==> src/sv/wrss_pkg.sv <==
//------------------------------------------------------------------------------
// wrss_pkg
// Shared types and codes for the weighted random server select block.
//------------------------------------------------------------------------------
`default_nettype none

package wrss_pkg;

  localparam int MAX_ENTRIES_DEF = 16;
  localparam int WEIGHT_BITS_DEF = 16;

  localparam int ID_BITS  = 32;
  localparam int RND_BITS = 32;
  localparam int IW_BITS  = 16;

  localparam logic [1:0] CMD_CONNECT    = 2'd0;
  localparam logic [1:0] CMD_DISCONNECT = 2'd1;
  localparam logic [1:0] CMD_SET_WEIGHT = 2'd2;
  localparam logic [1:0] CMD_SELECT     = 2'd3;

  localparam logic [1:0] STAT_OK        = 2'd0;
  localparam logic [1:0] STAT_NOT_FOUND = 2'd1;
  localparam logic [1:0] STAT_FULL      = 2'd2;
  localparam logic [1:0] STAT_NONE      = 2'd3;

  typedef struct packed {
    logic [1:0]          cmd;
    logic [ID_BITS-1:0]  node_id;
    logic [IW_BITS-1:0]  weight_in;
    logic [RND_BITS-1:0] random_word;
  } in_item_t;

  typedef struct packed {
    logic [1:0]         status;
    logic [ID_BITS-1:0] chosen_node;
  } out_item_t;

  typedef struct packed {
    logic shift;
    logic load;
  } cell_ctl_t;

endpackage

`default_nettype wire

==> src/sv/wrss_cell.sv <==
//------------------------------------------------------------------------------
// wrss_cell
// One table entry: node id and weight, loaded directly or taken from the
// neighbor cell.
//------------------------------------------------------------------------------
`default_nettype none

module wrss_cell #(
  parameter int WEIGHT_BITS = wrss_pkg::WEIGHT_BITS_DEF
) (
  input  wire                              clk,
  input  wrss_pkg::cell_ctl_t              ctl,
  input  wire  [wrss_pkg::ID_BITS-1:0]     nb_id,
  input  wire  [WEIGHT_BITS-1:0]           nb_wt,
  input  wire  [wrss_pkg::ID_BITS-1:0]     ld_id,
  input  wire  [WEIGHT_BITS-1:0]           ld_wt,
  output logic [wrss_pkg::ID_BITS-1:0]     id_q,
  output logic [WEIGHT_BITS-1:0]           wt_q
);

  logic [wrss_pkg::ID_BITS-1:0] id_r;
  logic [WEIGHT_BITS-1:0]       wt_r;

  always_ff @(posedge clk) begin
    if (ctl.load) begin
      id_r <= ld_id;
      wt_r <= ld_wt;
    end else if (ctl.shift) begin
      id_r <= nb_id;
      wt_r <= nb_wt;
    end
  end

  assign id_q = id_r;
  assign wt_q = wt_r;

endmodule

`default_nettype wire

==> src/sv/weighted_random_server_select.sv <==
//------------------------------------------------------------------------------
// weighted_random_server_select
// Ordered server table with connect, disconnect, set weight and weighted
// random select, built on a ring of table cells.
//------------------------------------------------------------------------------
// usage
//   in channel: drive in_item and raise start; the item is taken at an edge
//   with start high and busy low. one result comes back on out_item, marked
//   by out_valid for exactly one cycle; the receiver cannot stall it.
//   cfg_we/cfg_wdata write initial_weight; the user must write it only while
//   the block is idle, the block itself does not enforce this.
// operation
//   connect answers without raising busy. disconnect and set weight rotate
//   the ring once to look up the entry; disconnect then compacts the table
//   when the entry was found. select rotates the cell ring once to sum the
//   weights, ending there when the total is zero; else it runs a one bit per
//   cycle remainder over the 32-bit random word, then rotates once more to
//   walk the entries. one item at a time, a new item may be taken in the
//   cycle its predecessor's result is shown.
// reset
//   rst_n low clears the entry count, initial_weight and the sequencer;
//   table contents are not cleared.
//------------------------------------------------------------------------------
`default_nettype none

module weighted_random_server_select #(
  parameter int MAX_ENTRIES = wrss_pkg::MAX_ENTRIES_DEF,
  parameter int WEIGHT_BITS = wrss_pkg::WEIGHT_BITS_DEF
) (
  input  wire                               clk,
  input  wire                               rst_n,
  input  wire                               start,
  output logic                              busy,
  input  wrss_pkg::in_item_t                in_item,
  output logic                              out_valid,
  output wrss_pkg::out_item_t               out_item,
  input  wire                               cfg_we,
  input  wire  [wrss_pkg::IW_BITS-1:0]      cfg_wdata
);

  localparam int IDXW = $clog2(MAX_ENTRIES);
  localparam int CNTW = $clog2(MAX_ENTRIES + 1);
  localparam int TOTW = WEIGHT_BITS + CNTW;
  localparam int DCW  = $clog2(wrss_pkg::RND_BITS);
  localparam int IDB  = wrss_pkg::ID_BITS;
  localparam logic [32:0] WMAX = (33'd1 << WEIGHT_BITS) - 33'd1;

  typedef enum logic [5:0] {
    S_IDLE    = 6'b000001,
    S_SCAN    = 6'b000010,
    S_COMPACT = 6'b000100,
    S_SUM     = 6'b001000,
    S_DIV     = 6'b010000,
    S_WALK    = 6'b100000
  } state_t;

  function automatic logic [WEIGHT_BITS-1:0] sat_w(input logic [wrss_pkg::IW_BITS-1:0] v);
    logic [32:0] wide;
    wide = 33'(v);
    if (wide > WMAX) wide = WMAX;
    return wide[WEIGHT_BITS-1:0];
  endfunction

  state_t                         state_r, state_nxt;
  logic [CNTW-1:0]                count_r, count_nxt;
  logic [CNTW-1:0]                step_r, step_nxt;
  logic [DCW-1:0]                 dcnt_r, dcnt_nxt;
  logic                           found_r, found_nxt;
  logic [IDXW-1:0]                pos_r, pos_nxt;
  logic [IDB-1:0]                 chosen_r, chosen_nxt;
  logic [TOTW-1:0]                total_r, total_nxt;
  logic [TOTW-1:0]                rem_r, rem_nxt;
  logic [wrss_pkg::IW_BITS-1:0]   iw_r;
  logic [1:0]                     cmd_r, cmd_nxt;
  logic [IDB-1:0]                 id_r, id_nxt;
  logic [WEIGHT_BITS-1:0]         wt_r, wt_nxt;
  logic [wrss_pkg::RND_BITS-1:0]  rnd_r, rnd_nxt;
  logic                           out_valid_r, out_valid_nxt;
  wrss_pkg::out_item_t            out_r, out_nxt;

  wrss_pkg::cell_ctl_t            ctl [MAX_ENTRIES];
  logic [IDB-1:0]                 cell_id [MAX_ENTRIES];
  logic [WEIGHT_BITS-1:0]         cell_wt [MAX_ENTRIES];

  logic                           rotate, compact, ld_en;
  logic [IDXW-1:0]                ld_idx;
  logic [IDB-1:0]                 ld_id;
  logic [WEIGHT_BITS-1:0]         ld_wt;

  logic                           accept, in_range, step_last, match;
  logic [TOTW-1:0]                head_wt;
  logic [TOTW:0]                  rem_sh, tot_ext;

  assign accept    = start && state_r == S_IDLE;
  assign in_range  = step_r < count_r;
  assign step_last = step_r == CNTW'(MAX_ENTRIES - 1);
  assign head_wt   = TOTW'(cell_wt[0]);
  assign match     = in_range && !found_r && cell_id[0] == id_r;
  assign rem_sh    = {rem_r, rnd_r[wrss_pkg::RND_BITS-1]};
  assign tot_ext   = {1'b0, total_r};

  // ring of cells
  for (genvar g = 0; g < MAX_ENTRIES; g++) begin : g_cell
    localparam int NB = (g + 1) % MAX_ENTRIES;
    wrss_cell #(
      .WEIGHT_BITS(WEIGHT_BITS)
    ) u_cell (
      .clk   (clk),
      .ctl   (ctl[g]),
      .nb_id (cell_id[NB]),
      .nb_wt (cell_wt[NB]),
      .ld_id (ld_id),
      .ld_wt (ld_wt),
      .id_q  (cell_id[g]),
      .wt_q  (cell_wt[g])
    );
  end

  always_comb begin
    for (int i = 0; i < MAX_ENTRIES; i++) begin
      ctl[i].shift = rotate || (compact && IDXW'(i) >= pos_r);
      ctl[i].load  = ld_en && IDXW'(i) == ld_idx;
    end
  end

  always_comb begin
    state_nxt     = state_r;
    count_nxt     = count_r;
    step_nxt      = step_r;
    dcnt_nxt      = dcnt_r;
    found_nxt     = found_r;
    pos_nxt       = pos_r;
    chosen_nxt    = chosen_r;
    total_nxt     = total_r;
    rem_nxt       = rem_r;
    cmd_nxt       = cmd_r;
    id_nxt        = id_r;
    wt_nxt        = wt_r;
    rnd_nxt       = rnd_r;
    out_valid_nxt = 1'b0;
    out_nxt       = out_r;
    rotate        = 1'b0;
    compact       = 1'b0;
    ld_en         = 1'b0;
    ld_idx        = count_r[IDXW-1:0];
    ld_id         = in_item.node_id;
    ld_wt         = sat_w(iw_r);

    unique case (state_r)
      S_IDLE: begin
        if (accept) begin
          cmd_nxt  = in_item.cmd;
          id_nxt   = in_item.node_id;
          wt_nxt   = sat_w(in_item.weight_in);
          rnd_nxt  = in_item.random_word;
          step_nxt = '0;
          found_nxt = 1'b0;
          unique case (in_item.cmd) inside
            wrss_pkg::CMD_CONNECT: begin
              out_valid_nxt       = 1'b1;
              out_nxt.chosen_node = '0;
              if (count_r == CNTW'(MAX_ENTRIES)) begin
                out_nxt.status = wrss_pkg::STAT_FULL;
              end else begin
                ld_en          = 1'b1;
                count_nxt      = count_r + 1'b1;
                out_nxt.status = wrss_pkg::STAT_OK;
              end
            end
            wrss_pkg::CMD_DISCONNECT, wrss_pkg::CMD_SET_WEIGHT: begin
              state_nxt = S_SCAN;
            end
            wrss_pkg::CMD_SELECT: begin
              state_nxt = S_SUM;
              total_nxt = '0;
            end
            default: begin
              state_nxt = S_IDLE;
            end
          endcase
        end
      end
      S_SCAN: begin
        rotate   = 1'b1;
        step_nxt = step_r + 1'b1;
        if (match) begin
          found_nxt = 1'b1;
          pos_nxt   = step_r[IDXW-1:0];
          if (cmd_r == wrss_pkg::CMD_SET_WEIGHT) begin
            // head wraps to the tail carrying the new weight
            ld_en  = 1'b1;
            ld_idx = IDXW'(MAX_ENTRIES - 1);
            ld_id  = cell_id[0];
            ld_wt  = wt_r;
          end
        end
        if (step_last) begin
          out_nxt.chosen_node = '0;
          if (!found_nxt) begin
            state_nxt      = S_IDLE;
            out_valid_nxt  = 1'b1;
            out_nxt.status = wrss_pkg::STAT_NOT_FOUND;
          end else if (cmd_r == wrss_pkg::CMD_DISCONNECT) begin
            state_nxt = S_COMPACT;
          end else begin
            state_nxt      = S_IDLE;
            out_valid_nxt  = 1'b1;
            out_nxt.status = wrss_pkg::STAT_OK;
          end
        end
      end
      S_COMPACT: begin
        compact             = 1'b1;
        count_nxt           = count_r - 1'b1;
        state_nxt           = S_IDLE;
        out_valid_nxt       = 1'b1;
        out_nxt.status      = wrss_pkg::STAT_OK;
        out_nxt.chosen_node = '0;
      end
      S_SUM: begin
        rotate   = 1'b1;
        step_nxt = step_r + 1'b1;
        if (in_range) total_nxt = total_r + head_wt;
        if (step_last) begin
          if (total_nxt == '0) begin
            state_nxt           = S_IDLE;
            out_valid_nxt       = 1'b1;
            out_nxt.status      = wrss_pkg::STAT_NONE;
            out_nxt.chosen_node = '0;
          end else begin
            state_nxt = S_DIV;
            dcnt_nxt  = '0;
            rem_nxt   = '0;
          end
        end
      end
      S_DIV: begin
        // restoring remainder, one random bit per cycle, msb first
        rem_nxt  = (rem_sh >= tot_ext) ? TOTW'(rem_sh - tot_ext) : TOTW'(rem_sh);
        rnd_nxt  = {rnd_r[wrss_pkg::RND_BITS-2:0], 1'b0};
        dcnt_nxt = dcnt_r + 1'b1;
        if (dcnt_r == DCW'(wrss_pkg::RND_BITS - 1)) begin
          state_nxt  = S_WALK;
          step_nxt   = '0;
          found_nxt  = 1'b0;
          chosen_nxt = '0;
        end
      end
      S_WALK: begin
        // draw = rem + 1, so draw <= w becomes rem < w
        rotate   = 1'b1;
        step_nxt = step_r + 1'b1;
        if (in_range && !found_r && head_wt != '0) begin
          if (rem_r < head_wt) begin
            found_nxt  = 1'b1;
            chosen_nxt = cell_id[0];
          end else begin
            rem_nxt = rem_r - head_wt;
          end
        end
        if (step_last) begin
          state_nxt           = S_IDLE;
          out_valid_nxt       = 1'b1;
          out_nxt.status      = wrss_pkg::STAT_OK;
          out_nxt.chosen_node = chosen_nxt;
        end
      end
      default: begin
        state_nxt = S_IDLE;
      end
    endcase
  end

  always_ff @(posedge clk) begin
    if (!rst_n) begin
      state_r     <= S_IDLE;
      count_r     <= '0;
      iw_r        <= '0;
      out_valid_r <= 1'b0;
      step_r      <= '0;
      dcnt_r      <= '0;
      found_r     <= 1'b0;
    end else begin
      state_r     <= state_nxt;
      count_r     <= count_nxt;
      out_valid_r <= out_valid_nxt;
      step_r      <= step_nxt;
      dcnt_r      <= dcnt_nxt;
      found_r     <= found_nxt;
      if (cfg_we) iw_r <= cfg_wdata;
    end
  end

  always_ff @(posedge clk) begin
    pos_r    <= pos_nxt;
    chosen_r <= chosen_nxt;
    total_r  <= total_nxt;
    rem_r    <= rem_nxt;
    cmd_r    <= cmd_nxt;
    id_r     <= id_nxt;
    wt_r     <= wt_nxt;
    rnd_r    <= rnd_nxt;
    out_r    <= out_nxt;
  end

  assign busy      = state_r != S_IDLE;
  assign out_valid = out_valid_r;
  assign out_item  = out_r;

endmodule

`default_nettype wire

==> config.mk <==
export PLATFORM = sky130hd
export DESIGN_NAME = weighted_random_server_select
export DESIGN_NICKNAME = d
export VERILOG_FILES = /design/src/sv/wrss_pkg.sv /design/src/sv/wrss_cell.sv /design/src/sv/weighted_random_server_select.sv
export SDC_FILE = /design/constraint.sdc
export NUM_CORES = 2
export LEC_CHECK = 0
export ABC_AREA = 1
export BUFFER_PORTS_ARGS = -buffer_cell sky130_fd_sc_hd__clkbuf_2
export CAP_MARGIN = 40
export CORE_MARGIN = 10
export CORE_UTILIZATION = 45
export CTS_CLUSTER_SIZE = 25
export DETAILED_ROUTE_END_ITERATION = 16
export REMOVE_ABC_BUFFERS = 1
export SLEW_MARGIN = 20
export SYNTH_ARGS = -nofsm -noshare
export SYNTH_HDL_FRONTEND = slang
export SYNTH_SLANG_ARGS = --single-unit
==> constraint.sdc <==
create_clock -name clk -period 6.2 [get_ports clk]
set_input_delay 1.86 -clock clk [delete_from_list [all_inputs] [get_ports clk]]
set_output_delay 1.86 -clock clk [all_outputs]
set_load 0.02 [all_outputs]
==> reports/results.tsv <==
metric	value	unit
gp_congestion	0.850	
path_clk_slew	60	ps
dpl.hpwl	80600	um
htree_levels	3	
grt_start_max_net_pins	71	
clock_latency	700	ps
synth-edff-count	962	
ctsHoldBuffers	0	
wl_per_cell	21.1	um
ys_seq_area_frac	0.645	
ys.flop_type	edfxtp_1	
drc_errors	0	
io_pins	138	
cts.sinks	1001	
grt_pass1_vias	31200	
crit_type	flip-flop to flip-flop	
nNetsFinal	4777	
cts-buffers-inserted	105	
maxSlewViolCount	0	
finalPower	19.5	mW
crit_path_max_fanout	62	
grt_pass1_wl	193000	um
drive_gt1_frac	0.101	
fmax	217	MHz
yosysWarnings	0	
syn-cell-area	46000	sq um
die_x	340	um
status	complete, no violations	
whs	489	ps
critPathLaunchType	flip-flop	
relSlewSlack	0.406	
power.density	378	nW/um^2
antenna_cells	0	
via_per_inst	5.36	
power.leakage	21.1	nW
antenna_left	0	
critPathArrivalTime	5030	ps
min_path_type	flip-flop to flip-flop	
fin_crit_sh	0.743	
initial_core_util	0.453	
avgSynthCellArea	10.1	sq um
rsz0062_at_grt	false	
synth.distinct_cells	50	
final_area	51600	sq um
die_h	340	um
io_buffers	137	
vias	32500	
post-cts-setup-buffers	0	
synth_seq_cells	1001	
synth_cells	4546	
rows	117	
async_flop_share	0	
detail_route.first_pass.iterations	6	
drtIter0Drc	3442	
core	102000	sq um
clock_tree.root_cell	clkbuf_16	
skew	46.4	ps
grt_overflow	0	
finalCriticalPeriod	4610	ps
postPlaceCellArea	48200	sq um
cp.required	6620	ps
max-cap-violations	0	
dieArea	115000	sq um
grtUsageTotal	0.216	
finalSetupViolCount	0	
cts_tree	yes	
cts_resized	0	
antenna_found_initial	1	
drt-total-wl	128000	um
tightest_slew	887	ps
area_growth	12.1	%
clockBufferDepth	3	
hold_viol_final	0	
cp-end-kind	flip-flop	
ir_worst_vdd	0.516	mV
==> layout by cell type (no fill, tap or decap), types with 29 or more instances in the layout <==
cell / n
nand2_1: 1606
edfxtp_1: 962
o21ai_0: 560
inv_1: 252
a21oi_1: 162
nor2_1: 148
o21ai_1: 146
clkbuf_2: 137
clkbuf_16: 107
nand3_1: 90
ha_1: 68
buf_4: 48
dfxtp_1: 39
o21ai_2: 33
clkinv_1: 29
==> cells in the mapped netlist (all sizes together) (2+ instances only) <==
library cell  number  share of area
o21a               3        0.00049
inv              278          0.023
a21o               7         0.0011
a221oi             2        0.00038
nor2             160          0.014
nand4             18         0.0030
clkbuf           146          0.012
o21bai             3        0.00049
fa                 4         0.0017
clkinv             2        0.00016
nand2           1622           0.13
xnor2             27         0.0051
edfxtp           962           0.63
a31oi              2        0.00027
or2               13         0.0018
a21oi            164          0.018
nor3              19         0.0021
o21ai            742          0.083
nand3             96          0.011
xor2              25         0.0048
and2               2        0.00027
buf              114          0.017
ha                68          0.018
dfxtp             39          0.017
nor4              12         0.0021
o211ai             7         0.0011
==> report_power, final <==
group / internal, mW / switching (mW) / leakage (nW) / total, mW
registers: 9.10 / 0.428 / 9.22 / 9.53
logic: 1.03 / 2.70 / 10.3 / 3.73
clock network: 3.47 / 2.74 / 1.62 / 6.21
==> layer usage <==
metal / wire length [um] / up-vias / track usage
met1: 56300 / 15600 / 0.299
li1: - / 15600 / -
met3: 9260 / 158 / 0.0364
met5: 0 / - / 0
met4: 2680 / 0 / 0.0559
met2: 59600 / 1111 / 0.350
==> through the flow <==
stage	TNS, ps	worst slack [ps]	instances	util
after floorplan	-220260	-1110	4286	-
after global placement	0	1580	5845	0.470
after detailed placement	0	1560	5862	0.474
after CTS	0	1600	6059	0.507
after global routing	0	1280	6061	0.508
final	0	1590	6061	0.508
==> area by class of cell <==
class | count | area, sq um
clock buffers | 128 | 2770
inverters | 280 | 1060
flip-flops and latches | 1001 | 29700
well taps | 1368 | 1710
multi-input cells | 3005 | 14200
fillers | 9160 | 50000
clock inverters | 69 | 569
repair buffers | 210 | 1640
==> worst paths after layout <==
kind	start	end	slack, ps	cells after the start
max	g_cell[0].u_cell.id_q[2]	g_cell[14].u_cell.id_q[13]	1590	12
min reg2reg	step_r[4]	step_r[4]	490	2
min	step_r[4]	step_r[4]	490	2
max reg2reg	g_cell[0].u_cell.id_q[2]	g_cell[14].u_cell.id_q[13]	1590	12
==> state kept, by name (all words and copies together), names as in the netlist, 6 cells and up <==
signal / cells
rnd_r: 32
total_r: 21
g_cell.u_cell.id_q: 512
state_r: 6
id_r: 32
chosen_r: 32
rem_r: 21
wt_r: 16
iw_r: 16
out_item: 34
g_cell.u_cell.wt_q: 256
==> critical path, stage by stage (launching register included) <==
cell,delay [ps]
edfxtp_1,470
xor2_1,290
nor4_1,590
nand3_1,340
nor2_2,390
nand4_4,320
buf_4,330
nand4_2,190
nor2_1,80
clkinv_2,40
buf_4,360
buf_4,710
o21ai_0,160
==> cell families (layout without fill, tap and decap cells) <==
| family | Yosys count | count (layout) | share of synthesized area |
|---|---|---|---|
| AO/OA/AOI/OAI | 937 | 937 | 0.107 |
| XOR/XNOR | 52 | 52 | 0.00990 |
| adder cells (fa/ha/maj) | 72 | 72 | 0.0202 |
| buffers and inverters | 540 | 687 | 0.0521 |
| flip-flops | 1001 | 1001 | 0.645 |
| AND/OR/NAND/NOR | 1944 | 1944 | 0.167 |
No activity file was read; power rests on OpenSTA's default activity.
